[config.mk]
export PLATFORM = sky130hd
export DESIGN_NAME = seat_occupancy_flush_sequencer_core
export DESIGN_NICKNAME = d
export VERILOG_FILES = /design/src/sv/sofs_pkg.sv /design/src/sv/seat_occupancy_flush_sequencer_core.sv /design/src/sv/sofs_step.sv
export SDC_FILE = /design/constraint.sdc
export NUM_CORES = 1
export LEC_CHECK = 0
export BUFFER_PORTS_ARGS = -buffer_cell sky130_fd_sc_hd__buf_2
export CAP_MARGIN = 20
export CELL_PAD_IN_SITES_DETAIL_PLACEMENT = 0
export CELL_PAD_IN_SITES_GLOBAL_PLACEMENT = 1
export CORE_MARGIN = 2
export CORE_UTILIZATION = 41
export DETAILED_ROUTE_END_ITERATION = 6
export PLACE_DENSITY_LB_ADDON = 0.1
export SLEW_MARGIN = 20
export SYNTH_ARGS = -nofsm -noshare
export SYNTH_HDL_FRONTEND = slang
export SYNTH_SLANG_ARGS = --single-unit
[constraint.sdc]
create_clock -name i_clk -period 2.4 [get_ports i_clk]
set_input_delay 0.24 -clock i_clk [delete_from_list [all_inputs] [get_ports i_clk]]
set_output_delay 0.24 -clock i_clk [all_outputs]
set_load 0.005 [all_outputs]
[src/sv/sofs_pkg.sv]
// Package with the types, codes and reset constants of the seat occupancy flush sequencer.
package sofs_pkg;

    localparam int OCC_W   = 16;
    localparam int TIMER_W = 8;
    localparam int CFG_W   = 16;
    localparam int IDX_W   = 3;
    localparam int IN_W    = 8;
    localparam int OUT_W   = 8;

    localparam logic [OCC_W-1:0]   OCCUPIED_TICKS_RST = 16'd150;
    localparam logic [OCC_W-1:0]   VACATED_TICKS_RST  = 16'd80;
    localparam logic [TIMER_W-1:0] FIRST_ON_TICKS_RST = 8'd16;
    localparam logic [TIMER_W-1:0] PAUSE_TICKS_RST    = 8'd60;
    localparam logic [TIMER_W-1:0] EXTRA_ON_TICKS_RST = 8'd2;

    typedef enum logic [IDX_W-1:0] {
        REG_OCCUPIED_TICKS = 3'd0,
        REG_VACATED_TICKS  = 3'd1,
        REG_FIRST_ON_TICKS = 3'd2,
        REG_PAUSE_TICKS    = 3'd3,
        REG_EXTRA_ON_TICKS = 3'd4
    } t_reg_idx;

    typedef enum logic [1:0] {
        CMD_NONE  = 2'd0,
        CMD_SET   = 2'd1,
        CMD_CLEAR = 2'd2
    } t_cmd;

    typedef enum logic [1:0] {
        PH_INIT  = 2'd0,
        PH_ON    = 2'd1,
        PH_PAUSE = 2'd2,
        PH_EXTRA = 2'd3
    } t_phase;

    typedef struct packed {
        logic [TIMER_W-1:0] extra_on_ticks;
        logic [TIMER_W-1:0] pause_ticks;
        logic [TIMER_W-1:0] first_on_ticks;
        logic [OCC_W-1:0]   vacated_ticks;
        logic [OCC_W-1:0]   occupied_ticks;
    } t_cfg;

    typedef struct packed {
        logic [1:0] manual_cmd;
        logic [1:0] start_cmd;
        logic       factory_test_remote;
        logic       factory_test_local;
        logic       seat_occupied;
        logic       power_on;
    } t_tick;

    typedef struct packed {
        logic               start_flag;
        logic               armed_flag;
        logic [OCC_W-1:0]   occupied_count;
        logic [OCC_W-1:0]   vacated_count;
        t_phase             phase;
        logic [TIMER_W-1:0] phase_timer;
        logic               manual_flag;
        logic               valve;
    } t_state;

endpackage

[src/sv/seat_occupancy_flush_sequencer_core.sv]
// Top level of the seat occupancy flush sequencer: input register, tick logic, result register.
//
//  Channel   Direction  Payload
//  s_axis    in         tdata[7:0]: power_on, seat_occupied, factory_test_local,
//                       factory_test_remote, start_cmd[1:0], manual_cmd[1:0]
//  m_axis    out        tdata[7:0]: valve_on, start_flag, manual_flag, phase[1:0], zero pad
//  i_cfg     in         write enable, 3-bit register index, 16-bit data
//
// One item per cycle is sustained unless the output stalls; each result is registered.
// The state registers update in the cycle an item moves from the input register to the
// result register, so consecutive items chain without a gap.
// Reset is synchronous and clears state, flags and configuration to their defaults.
// A stall at the output holds the result; the input register still takes one more item.
module seat_occupancy_flush_sequencer_core (
    input  logic                         i_clk,
    input  logic                         i_rst_n,
    input  logic                         s_axis_tvalid,
    output logic                         s_axis_tready,
    // Bits from 0: power_on, seat_occupied, factory_test_local, factory_test_remote,
    // start_cmd[1:0], manual_cmd[1:0].
    input  logic [sofs_pkg::IN_W-1:0]    s_axis_tdata,
    output logic                         m_axis_tvalid,
    input  logic                         m_axis_tready,
    // Bits from 0: valve_on, start_flag, manual_flag, phase[1:0], three zero bits.
    output logic [sofs_pkg::OUT_W-1:0]   m_axis_tdata,
    input  logic                         i_cfg_we,
    input  logic [sofs_pkg::IDX_W-1:0]   i_cfg_idx,
    input  logic [sofs_pkg::CFG_W-1:0]   i_cfg_data
);
    import sofs_pkg::*;

    t_cfg   r_cfg;
    t_state r_state;
    t_state n_state;
    t_tick  r_tick;
    logic   r_in_valid;
    logic   r_out_valid;
    logic [OUT_W-1:0] r_out_data;
    logic   w_advance;

    assign w_advance     = r_in_valid && (!r_out_valid || m_axis_tready);
    assign s_axis_tready = !r_in_valid || !r_out_valid || m_axis_tready;
    assign m_axis_tvalid = r_out_valid;
    assign m_axis_tdata  = r_out_data;

    sofs_step u_step (
        .i_cfg   (r_cfg),
        .i_tick  (r_tick),
        .i_state (r_state),
        .o_state (n_state)
    );

    always_ff @(posedge i_clk) begin
        if (!i_rst_n) begin
            r_cfg.occupied_ticks <= OCCUPIED_TICKS_RST;
            r_cfg.vacated_ticks  <= VACATED_TICKS_RST;
            r_cfg.first_on_ticks <= FIRST_ON_TICKS_RST;
            r_cfg.pause_ticks    <= PAUSE_TICKS_RST;
            r_cfg.extra_on_ticks <= EXTRA_ON_TICKS_RST;
        end else if (i_cfg_we) begin
            case (t_reg_idx'(i_cfg_idx))
                REG_OCCUPIED_TICKS: r_cfg.occupied_ticks <= i_cfg_data;
                REG_VACATED_TICKS:  r_cfg.vacated_ticks  <= i_cfg_data;
                REG_FIRST_ON_TICKS: r_cfg.first_on_ticks <= i_cfg_data[TIMER_W-1:0];
                REG_PAUSE_TICKS:    r_cfg.pause_ticks    <= i_cfg_data[TIMER_W-1:0];
                REG_EXTRA_ON_TICKS: r_cfg.extra_on_ticks <= i_cfg_data[TIMER_W-1:0];
                default: ;
            endcase
        end
    end

    always_ff @(posedge i_clk) begin
        if (!i_rst_n) begin
            r_in_valid  <= 1'b0;
            r_out_valid <= 1'b0;
            r_state     <= '0;
        end else begin
            if (s_axis_tvalid && s_axis_tready) begin
                r_in_valid <= 1'b1;
            end else if (w_advance) begin
                r_in_valid <= 1'b0;
            end
            if (w_advance) begin
                r_out_valid <= 1'b1;
                r_state     <= n_state;
            end else if (m_axis_tready) begin
                r_out_valid <= 1'b0;
            end
        end
    end

    always_ff @(posedge i_clk) begin
        if (s_axis_tvalid && s_axis_tready) begin
            r_tick <= t_tick'(s_axis_tdata);
        end
        if (w_advance) begin
            r_out_data <= {3'b000, n_state.phase, n_state.manual_flag,
                           n_state.start_flag, n_state.valve};
        end
    end

endmodule

[src/sv/sofs_step.sv]
// Combinational next-state logic for one timer tick of the flush sequencer.
module sofs_step (
    input  sofs_pkg::t_cfg   i_cfg,
    input  sofs_pkg::t_tick  i_tick,
    input  sofs_pkg::t_state i_state,
    output sofs_pkg::t_state o_state
);
    import sofs_pkg::*;

    t_state n;

    always_comb begin
        n = i_state;

        if (i_tick.start_cmd == CMD_SET) begin
            n.start_flag = 1'b1;
        end else if (i_tick.start_cmd == CMD_CLEAR) begin
            n.start_flag = 1'b0;
        end
        if (i_tick.manual_cmd == CMD_SET) begin
            n.manual_flag = 1'b1;
        end else if (i_tick.manual_cmd == CMD_CLEAR) begin
            n.manual_flag = 1'b0;
        end

        if (i_tick.factory_test_local || i_tick.factory_test_remote) begin
            n.valve = 1'b1;
        end else begin
            // Arming and vacancy detection.
            if (!i_tick.power_on) begin
                n.start_flag     = 1'b0;
                n.armed_flag     = 1'b0;
                n.occupied_count = '0;
                n.vacated_count  = '0;
            end else if (n.manual_flag) begin
                n.start_flag     = 1'b1;
                n.armed_flag     = 1'b0;
                n.occupied_count = '0;
                n.vacated_count  = '0;
            end else if (i_tick.seat_occupied) begin
                n.vacated_count = '0;
                if (n.occupied_count < i_cfg.occupied_ticks) begin
                    n.occupied_count = OCC_W'(n.occupied_count + 1'b1);
                end else begin
                    n.armed_flag = 1'b1;
                end
            end else begin
                n.occupied_count = '0;
                if (n.armed_flag) begin
                    if (n.vacated_count < i_cfg.vacated_ticks) begin
                        n.vacated_count = OCC_W'(n.vacated_count + 1'b1);
                    end else begin
                        n.start_flag = 1'b1;
                        n.armed_flag = 1'b0;
                    end
                end else begin
                    n.vacated_count = '0;
                end
            end

            // Flush sequence.
            if (!n.start_flag) begin
                n.valve = 1'b0;
                n.phase = PH_INIT;
            end else begin
                case (n.phase)
                    PH_INIT: begin
                        n.valve       = 1'b0;
                        n.phase_timer = '0;
                        n.phase       = PH_ON;
                    end
                    PH_ON: begin
                        if (n.phase_timer < i_cfg.first_on_ticks) begin
                            n.phase_timer = TIMER_W'(n.phase_timer + 1'b1);
                            n.valve       = 1'b1;
                        end else begin
                            n.phase_timer = '0;
                            n.phase       = PH_PAUSE;
                        end
                    end
                    PH_PAUSE: begin
                        if (n.phase_timer < i_cfg.pause_ticks) begin
                            n.phase_timer = TIMER_W'(n.phase_timer + 1'b1);
                            n.valve       = 1'b0;
                        end else begin
                            n.phase_timer = '0;
                            n.phase       = PH_EXTRA;
                        end
                    end
                    default: begin
                        if (n.phase_timer < i_cfg.extra_on_ticks) begin
                            n.phase_timer = TIMER_W'(n.phase_timer + 1'b1);
                            n.valve       = 1'b1;
                        end else begin
                            n.valve       = 1'b0;
                            n.phase_timer = '0;
                            n.phase       = PH_INIT;
                            n.start_flag  = 1'b0;
                            n.manual_flag = 1'b0;
                        end
                    end
                endcase
            end
        end
    end

    assign o_state = n;

endmodule

==> impl_metrics.yaml, run 1 <==
setup_path:
  r2r_setup_slack_ns: 0.09
  arrival_ns: 2.67
  cpMostUsedCell: "a21o_1"
  r2r_end: "r_state[38]"
  end_kind: "flop"
  crit_chain: "inv_1, ha_1, a21o_1, a21o_1, a221oi_2, o21ai_2, a21o_1, or4_1, a21oi_1"
  max_stage_delay_ns: 0.50
  cp-start-kind: "flop"
  required_ns: 2.75
  r2r_cells: 9
  r2r-start: "r_cfg[13]"
  cpMaxStageDelayCell: "or4_1"
  critical_path_class: "flop to flop"
  critPathMaxFanout: 6
logic_synthesis:
  synth_xor_xnor_area_share: 0.0140
  synth-simple-area-share: 0.209
  synth_adder_area_share: 0.112
  yosysSeqAreaShare: 0.396
  ys.flop_type: "dfxtp_1"
  muxShareOfSynthArea: 0.00482
  synth_area_um2: 6240
  synth_compound_area_frac: 0.200
  ys_ff_latch: 117
  synth_edf_count: 13
  ys_types: 63
  synth_top_family_by_area: "simple AND/OR/NAND/NOR gates"
  synthArstFlopShare: 0
  ys_warn_count: 0
  syn_inst: 759
  post_synth.cell_area_avg_um2: 8.22
placement:
  gp_congestion: 0.848
  hpwl_um: 12000
  portBuffers: 38
  place_ws_ns: -0.0393
sta:
  period_share: 0.964
  fmax_mhz: 432
  slew-limit-headroom: 0.596
  hold_violations: 0
  rsz0062_at_grt: "true"
  clock_skew_ns: 0.00483
  final.setup.worst_slack_ns: 0.0853
  setup_tns_ns: 0
  drv_slew: 0
  timing.hold.ws_ns: 0.0466
  min_period_ns: 2.31
  setup_viol: 0
  tightest_slew_ns: 0.606
floorplanning:
  ios: 42
  coreArea_um2: 15000
  die-area_um2: 16200
  die_h_um: 127
  die_x_um: 127
  start_util: 0.415
  fp-row-count: 45
clocking:
  cts_tree: "yes"
  path_clk_slew_ns: 0.06
  cts_buffer_depth: 2
  worst_skew_pair.late_latency_ns: 0.42
  clockRootBuffer: "clkbuf_16"
  numCtsBuffers: 17
  clock_sinks: 117
  cts_max_level: 4
worst_hold_path:
  hold_path.class: "input port to flop"
  whs_path_depth: 3
  hold_end: "r_in_valid"
  min_from: "s_axis_tvalid"
drt:
  vias_per_cell: 5.36
  post_drt_wl_per_cell_um: 15.8
  drt_iter0_markers: 247
  drc: 0
  vias: 5641
  ant_nets: 0
  dr.pass1.iters: 6
  wl_um: 16600
job:
  maxCapViolCount: 0
final_layout:
  layout-area-overhead-vs-synth_pct: 26.5
  num_antenna_cells: 0
  regArea_um2: 2480
  multi_input_area_um2: 3560
  finalNetCount: 937
  fillers: 1456
  drive_above_1_share: 0.206
  utilization: 0.525
global_routing:
  grt_pass1_wl_um: 26600
  grt.overflow.total: 0
  track_usage: 0.210
  grt_pass1_vias: 5455
  grt_max_degree: 62
  grt_antenna_before_repair: 0
power:
  cellPowerDensity_nw_per_um2: 643
  vdd_drop_max_v: 0.000457
  power_uw: 5070
  power_leakage_uw: 0.00315
run_status:
  status: "finished, final reports clean"
## what timing repair did
action | CTS | global route
hold buffers | 8 | 0
resized for setup | 2 | 43
endpoints found under the hold margin | 8 | 0
gates cloned | 1 | 1
pin swaps | 1 | 25
setup endpoints to repair | 5 | 32
setup buffers | 0 | 5
## area by class of cell
cell class | count | area share
inverter | 67 | 0.0319
timing repair buffer | 102 | 0.0901
multi-input combinational | 546 | 0.452
clock buffer | 22 | 0.0630
tap | 188 | 0.0298
clock inverter | 10 | 0.0181
sequential | 117 | 0.315
## state kept, by name (all words and copies together) (netlist names)
signal / flops
r_state: 46
m_axis_tvalid: 1
r_in_valid: 1
r_tick: 8
r_cfg: 56
m_axis_tdata: 5
## layer usage
metal  vias up  part of all wire  track usage
met3        34             0.029       0.0440
li1       2845                 -            -
met4         0             0.025       0.0937
met2       103              0.50        0.371
met1      2659              0.44        0.246
met5         -                 0            0
## synth_stat cells, types with 5 or more instances
library cell | number | share of area
nand2_1 | 137 | 0.082
dfxtp_1 | 104 | 0.33
a21oi_1 | 86 | 0.069
inv_1 | 67 | 0.040
ha_1 | 54 | 0.11
nor2_1 | 43 | 0.026
o21ai_0 | 25 | 0.020
clkbuf_1 | 23 | 0.014
o211ai_1 | 23 | 0.028
nand3_1 | 19 | 0.015
edfxtp_1 | 13 | 0.063
and3_1 | 10 | 0.010
nand4_1 | 10 | 0.010
a211oi_1 | 9 | 0.011
or4_1 | 9 | 0.011
and2_1 | 7 | 0.0070
nand2b_1 | 7 | 0.0070
or3_1 | 7 | 0.0070
a21o_1 | 6 | 0.0072
nor2b_1 | 6 | 0.0060
a31oi_1 | 5 | 0.0050
o21a_1 | 5 | 0.0060
o31ai_1 | 5 | 0.0060
or2_2 | 5 | 0.0050
xnor2_1 | 5 | 0.0070
xor2_1 | 5 | 0.0070
## worst max-delay path, delay by kind of cell, from the launching register on
family / cells / cell delay [ns]
compound gates: 6 / 1.10
fa+ha+maj: 1 / 0.29
buf+inv: 1 / 0.04
flops: 1 / 0.32
simple gates: 1 / 0.50
## through the flow
stage          instances  instance area (um^2)
3_3_place_gp        1006                  6920
5_1_grt             1052                  7890
2_1_floorplan        761                  6240
3_5_place_dp        1006                  6920
4_1_cts             1047                  7650
6_report            1052                  7890
## report_power, final
part	switching (uW)	internal (uW)	total [uW]	leakage [uW]
Combinational	187	116	302	0.00188
Clock	943	1780	2730	0.000299
Sequential	21.7	2020	2040	0.000971
## kinds of logic after synthesis
group	after synthesis
xor gates and xnor gates	10
buffers and inverters	99
other	1
muxes	3
and+or+nand+nor	277
adders and majority gates	56
DFF	117
AOI/OAI and AO/OA	196
## cell usage in the layout, fill, tap and decap left out, types with 5 or more instances in the layout
| cell | instances |
|---|---|
| buf_4 | 53 |
| xnor2_1 | 5 |
| nand2_1 | 136 |
| clkbuf_16 | 19 |
| o211ai_1 | 23 |
| buf_2 | 38 |
| edfxtp_1 | 13 |
| and2_1 | 7 |
| o21ai_0 | 22 |
| nor2b_1 | 6 |
| xor2_1 | 5 |
| nand4_1 | 10 |
| and3_1 | 10 |
| or2_2 | 5 |
| ha_4 | 6 |
| inv_1 | 64 |
| dlygate4sd3_1 | 8 |
| a21oi_2 | 6 |
| nor2_1 | 43 |
| a31oi_1 | 5 |
| a21oi_1 | 80 |
| dfxtp_1 | 94 |
| a21o_1 | 7 |
| or4_1 | 8 |
| nand3_1 | 19 |
| nand2b_1 | 7 |
| dfxtp_2 | 10 |
| a211oi_1 | 7 |
| ha_1 | 47 |
| o31ai_1 | 5 |
| o21a_1 | 5 |
| or3_1 | 7 |
## worst max-delay path by stage
stage / from / endpoint / slack [ns] / cells after the start
CTS: r_cfg[9] / r_state[36] / 0.02 / 9
detailed placement: r_cfg[9] / r_state[36] / -0.04 / 9
floorplan: r_cfg[20] / r_state[24] / 0.06 / 10
global route: r_cfg[26] / r_state[19] / -0.03 / 12
finish: r_cfg[13] / r_state[38] / 0.09 / 9
global placement: r_cfg[13] / r_state[39] / -0.005 / 9
Power figures use the tool's default switching activity.
==> run 2: changes to the inputs <==
- ABC_CLOCK_PERIOD_IN_PS: default -> 2400
- CELL_PAD_IN_SITES_DETAIL_PLACEMENT: 0 -> default
- CELL_PAD_IN_SITES_GLOBAL_PLACEMENT: 1 -> default
- CORE_UTILIZATION: 41 -> 55
- MAX_ROUTING_LAYER: default -> met4
- PLACE_DENSITY: default -> 0.76
- PLACE_DENSITY_LB_ADDON: 0.1 -> default
==> run 2 against run 1 <==
Net effect: setup slack lost 0.10 ns; combinational power grew 3%; final area shrank 0.71%; the flow now finishes with violations (setup timing); sequential share of layout area grew 0.23 points; critical endpoint is now r_state[7]; register-to-register slack lost 0.10 ns.
==> impl_metrics.yaml, run 2 (synthesis gave the netlist of run 1 again) <==
run_status:
  status: "complete, but fails checks"
  violations: "setup timing"
placement:
  hpwl_um: 11100
  portBuffers: 38
  gp_congestion: 0.882
  placed_cell_area_um2: 6800
clocking:
  clockRootBuffer: "clkbuf_16"
  cts_tree: "yes"
  worst_skew_pair.late_latency_ns: 0.42
  cts_buffer_depth: 2
  numCtsBuffers: 17
  clock_sinks: 117
  path_clk_slew_ns: 0.06
  cts_max_level: 4
floorplanning:
  coreArea_um2: 10900
  start_util: 0.570
  ios: 42
  die-area_um2: 12200
  fp-row-count: 38
  die_h_um: 110
  die_x_um: 110
worst_hold_path:
  hold_path.class: "input port to flop"
power:
  cellPowerDensity_nw_per_um2: 651
  power_leakage_uw: 0.00314
  power_uw: 5100
  vdd_drop_max_v: 0.000600
sta:
  final.setup.worst_slack_ns: -0.0185
  min_period_ns: 2.42
  drv_slew: 0
  tightest_slew_ns: 0.689
  clock_skew_ns: 0.00552
  slew-limit-headroom: 0.541
  rsz0062_at_grt: "true"
  hold_violations: 0
  setup_viol: 2
  fmax_mhz: 413
  setup_tns_ns: -0.0232
  period_share: 1.01
final_layout:
  utilization: 0.716
  mostFrequentLayoutCells: "nand2_1 (137), dfxtp_1 (94), a21oi_1 (81)"
  finalNetCount: 931
  final_common_cell: "nand2_1"
  num_antenna_cells: 0
  reg_top3: "r_cfg (56), r_state (46), r_tick (8)"
  stdcell_area_um2: 7830
  drive_above_1_share: 0.207
  regArea_um2: 2480
  multi_input_area_um2: 3600
  fillers: 835
  largest_reg_flops: 56
  largest-register: "r_cfg"
  layout-area-overhead-vs-synth_pct: 25.6
setup_path:
  crit_chain: "ha_2, nor2_1, nor2_1, a2111oi_4, o31ai_4, a211oi_4, nand4_4, o41ai_2"
  max_stage_delay_ns: 0.45
  required_ns: 2.72
  cpMostUsedCell: "nor2_1"
  end_kind: "flop"
  crit_buf_inv: 0
  path_delay_family: "compound AO/OA/AOI/OAI gates"
  cpMaxStageDelayCell: "dfxtp_1"
  critPathMaxFanout: 8
  cp-start-kind: "flop"
  arrival_ns: 2.74
  critical_path_class: "flop to flop"
drt:
  vias_per_cell: 5.84
  dr.pass1.iters: 5
  ant_nets: 0
  drc: 0
  drt_iter0_markers: 484
  vias: 5830
  wl_um: 16500
  post_drt_wl_per_cell_um: 16.6
global_routing:
  grt_max_degree: 32
  grt.overflow.total: 0
  grt_pass1_wl_um: 26600
  grt_pass1_vias: 5790
  track_usage: 0.274
  grt_antenna_before_repair: 0
job:
  maxCapViolCount: 0
-- run 2: layer usage --
metal | wire length (um) | up-vias | share of wire | global-route usage
li1 | - | 2826 | - | -
met1 | 6750 | 2773 | 0.41 | 0.304
met2 | 8500 | 186 | 0.51 | 0.469
met3 | 779 | 45 | 0.047 | 0.0609
met4 | 499 | 0 | 0.030 | 0.128
met5 | 0 | - | 0 | -
-- run 2: worst register-to-register path: cells and delay by family (launching register included) --
kind	cells	cell delay (ns)
AOI/OAI and AO/OA	4	1.09
adders and majority gates	1	0.35
DFF	1	0.45
and+or+nand+nor	3	0.44
-- run 2: path summary, 6_finish.rpt --
path | start | to | slack [ns] | cells past startpoint
hold reg to reg | r_cfg[16] | r_cfg[16] | 0.45 | 2
setup / recovery | r_state[4] | r_state[7] | -0.02 | 8
hold / removal | s_axis_tdata[0] | r_tick[0] | 0.008 | 1
setup reg to reg | r_state[4] | r_state[7] | -0.02 | 8
-- run 2: stage by stage --
stage          hold slack [ns]  cells  setup WS, ns
6_report               0.00768    998       -0.0185
5_1_grt               0.000235    998        -0.109
4_1_cts                0.00417    994       0.00744
3_5_place_dp             0.418    950       -0.0336
3_3_place_gp             0.416    950       0.00349
2_1_floorplan            0.339    761        0.0571
-- run 2: where the power goes --
group / switching (uW) / total, uW / internal (uW)
registers: 23.7 / 2050 / 2020
clock network: 911 / 2740 / 1830
logic: 190 / 310 / 120
total: 1120 / 5100 / 3970
-- run 2: layout make-up --
type,count,share of cell area
Clock buffer,18,0.0548
Clock inverter,14,0.0267
Inverter,67,0.0321
Sequential cell,117,0.317
Multi-Input combinational cell,545,0.459
Tap cell,140,0.0224
Timing Repair Buffer,97,0.0872
-- run 2: what timing repair did --
action | 4_1_cts | 5_1_grt
pin swaps | 2 | 28
setup buffers | 5 | 5
endpoints found under the setup margin | 14 | 45
gates resized for setup | 5 | 50
hold buffers | 7 | 0
hold endpoints to repair | 7 | 0
==> run 3: changes to the inputs <==
- CORE_ASPECT_RATIO: default -> 0.6
- GPL_TIMING_DRIVEN: default -> 0
==> run 3 against run 2 <==
Net effect: sequential power about the same; first-iteration DRC count decreased by 0.21%; critical path depth increased by 2; sequential share of layout area increased by 0.73 points; register-to-register slack improved by 0.02 ns; the flow still finishes with violations (setup timing); sequential cell count unchanged; via count increased by 3.1%; setup slack improved by 0.016 ns; clock skew increased by 0.0039 ns.
==> impl_metrics.yaml, run 3 (synthesis gave the netlist of run 1 again) <==
global_routing:
  grt_max_degree: 17
  grt_pass1_vias: 5534
  grt_pass1_wl_um: 27300
  grt.overflow.total: 0
  track_usage: 0.298
  grt_antenna_before_repair: 0
floorplanning:
  start_util: 0.557
  die_h_um: 86.5
  die_x_um: 141
  ios: 42
  die-area_um2: 12200
  coreArea_um2: 11200
  fp-row-count: 30
sta:
  slew-limit-headroom: 0.521
  drv_slew: 0
  period_share: 1.00
  tightest_slew_ns: 0.718
  final.setup.worst_slack_ns: -0.00283
  rsz0062_at_grt: "true"
  setup_viol: 1
  clock_skew_ns: 0.00938
  hold_violations: 0
  min_period_ns: 2.40
  fmax_mhz: 416
setup_path:
  end_kind: "flop"
  cp-start-kind: "flop"
  critPathMaxFanout: 4
  arrival_ns: 2.74
  startpoint: "r_cfg[20]"
  r2r-start: "r_cfg[20]"
  critical_path_class: "flop to flop"
  required_ns: 2.74
clocking:
  worst_skew_pair.late_latency_ns: 0.42
  clock_sinks: 117
  cts_buffer_depth: 2
  numCtsBuffers: 17
  cts_tree: "yes"
  clockRootBuffer: "clkbuf_16"
  cts_max_level: 4
  path_clk_slew_ns: 0.05
drt:
  ant_nets: 0
  drc: 0
  dr.pass1.iters: 6
  wl_um: 17900
  post_drt_wl_per_cell_um: 18.0
  drt_iter0_markers: 483
  vias: 6008
  vias_per_cell: 6.04
final_layout:
  drive_above_1_share: 0.203
  reg_top3: "r_cfg (56), r_state (46), r_tick (8)"
  largest-register: "r_cfg"
  num_antenna_cells: 0
  mostFrequentLayoutCells: "nand2_1 (136), a21oi_1 (78), dfxtp_1 (76)"
  largest_reg_flops: 56
  layout-area-overhead-vs-synth_pct: 24.1
  fillers: 869
  final_common_cell: "nand2_1"
  fin_cells: 995
  finalNetCount: 924
power:
  power_uw: 4840
  cellPowerDensity_nw_per_um2: 625
  vdd_drop_max_v: 0.000510
  power_leakage_uw: 0.00302
worst_hold_path:
  hold_path.class: "input port to flop"
  min_from: "s_axis_tdata[6]"
job:
  maxCapViolCount: 0
run_status:
  status: "complete, but fails checks"
  violations: "setup timing"
placement:
  hpwl_um: 12100
  portBuffers: 37
  gp_congestion: 0.877
  place_inst: 942
-- run 3: stage by stage --
step	area [um^2]	setup WS [ns]	setup TNS, ns	hold WS, ns	utilization
floorplan	6240	0.0571	0	0.339	-
global placement	6610	-0.215	-2.82	0.420	0.591
detailed placement	6610	-0.295	-4.44	0.418	0.591
CTS	7410	0.000650	0	0.000572	0.663
global route	7740	-0.129	-0.854	-0.000721	0.692
finish	7740	-0.00283	-0.00283	0.0235	0.692
-- run 3: cell type report --
cell class / instances / area [um^2] / area share
flip-flops and latches: 117 / 2510 / 0.325
repair buffers: 59 / 385 / 0.0498
clock buffers: 22 / 464 / 0.0600
well taps: 144 / 180 / 0.0233
multi-input cells: 545 / 3680 / 0.476
clock inverters: 10 / 105 / 0.0136
plain buffers: 31 / 158 / 0.0204
inverters: 67 / 251 / 0.0325
-- run 3: path summary, 6_finish.rpt --
kind / cells past startpoint / endpoint / slack, ns
min reg2reg: 2 / r_cfg[53] / 0.45
min: 1 / r_tick[6] / 0.02
max: 10 / r_state[24] / -0.003
max reg2reg: 10 / r_state[24] / -0.003
-- run 3: what timing repair did --
action,CTS,global route
cloned,0,1
endpoints found under the setup margin,34,42
hold buffers,5,2
resized for setup,38,55
endpoints found under the hold margin,5,2
pin swaps,6,23
buffers inserted,6,8
-- run 3: report_power, final --
group	total (uW)	internal [uW]	switching (uW)
Combinational	324	117	207
Clock	2470	1570	905
Sequential	2040	2020	21.7
Total	4840	3700	1130
-- run 3: layer usage --
layer	share of wire	wire [um]	track usage
met5	0	0	-
met4	0.024	433	0.0982
met3	0.096	1720	0.0856
met2	0.43	7680	0.437
met1	0.45	8070	0.397
-- run 3: worst max-delay path, stage by stage, from the launching register on --
cell and delay (ns):
dfxtp_2 0.32, inv_2 0.05, ha_4 0.24, a211o_1 0.29, a21oi_2 0.15, o21ai_2 0.12
a211oi_4 0.33, buf_4 0.18, nand4_1 0.14, or3b_4 0.41, a21oi_2 0.11
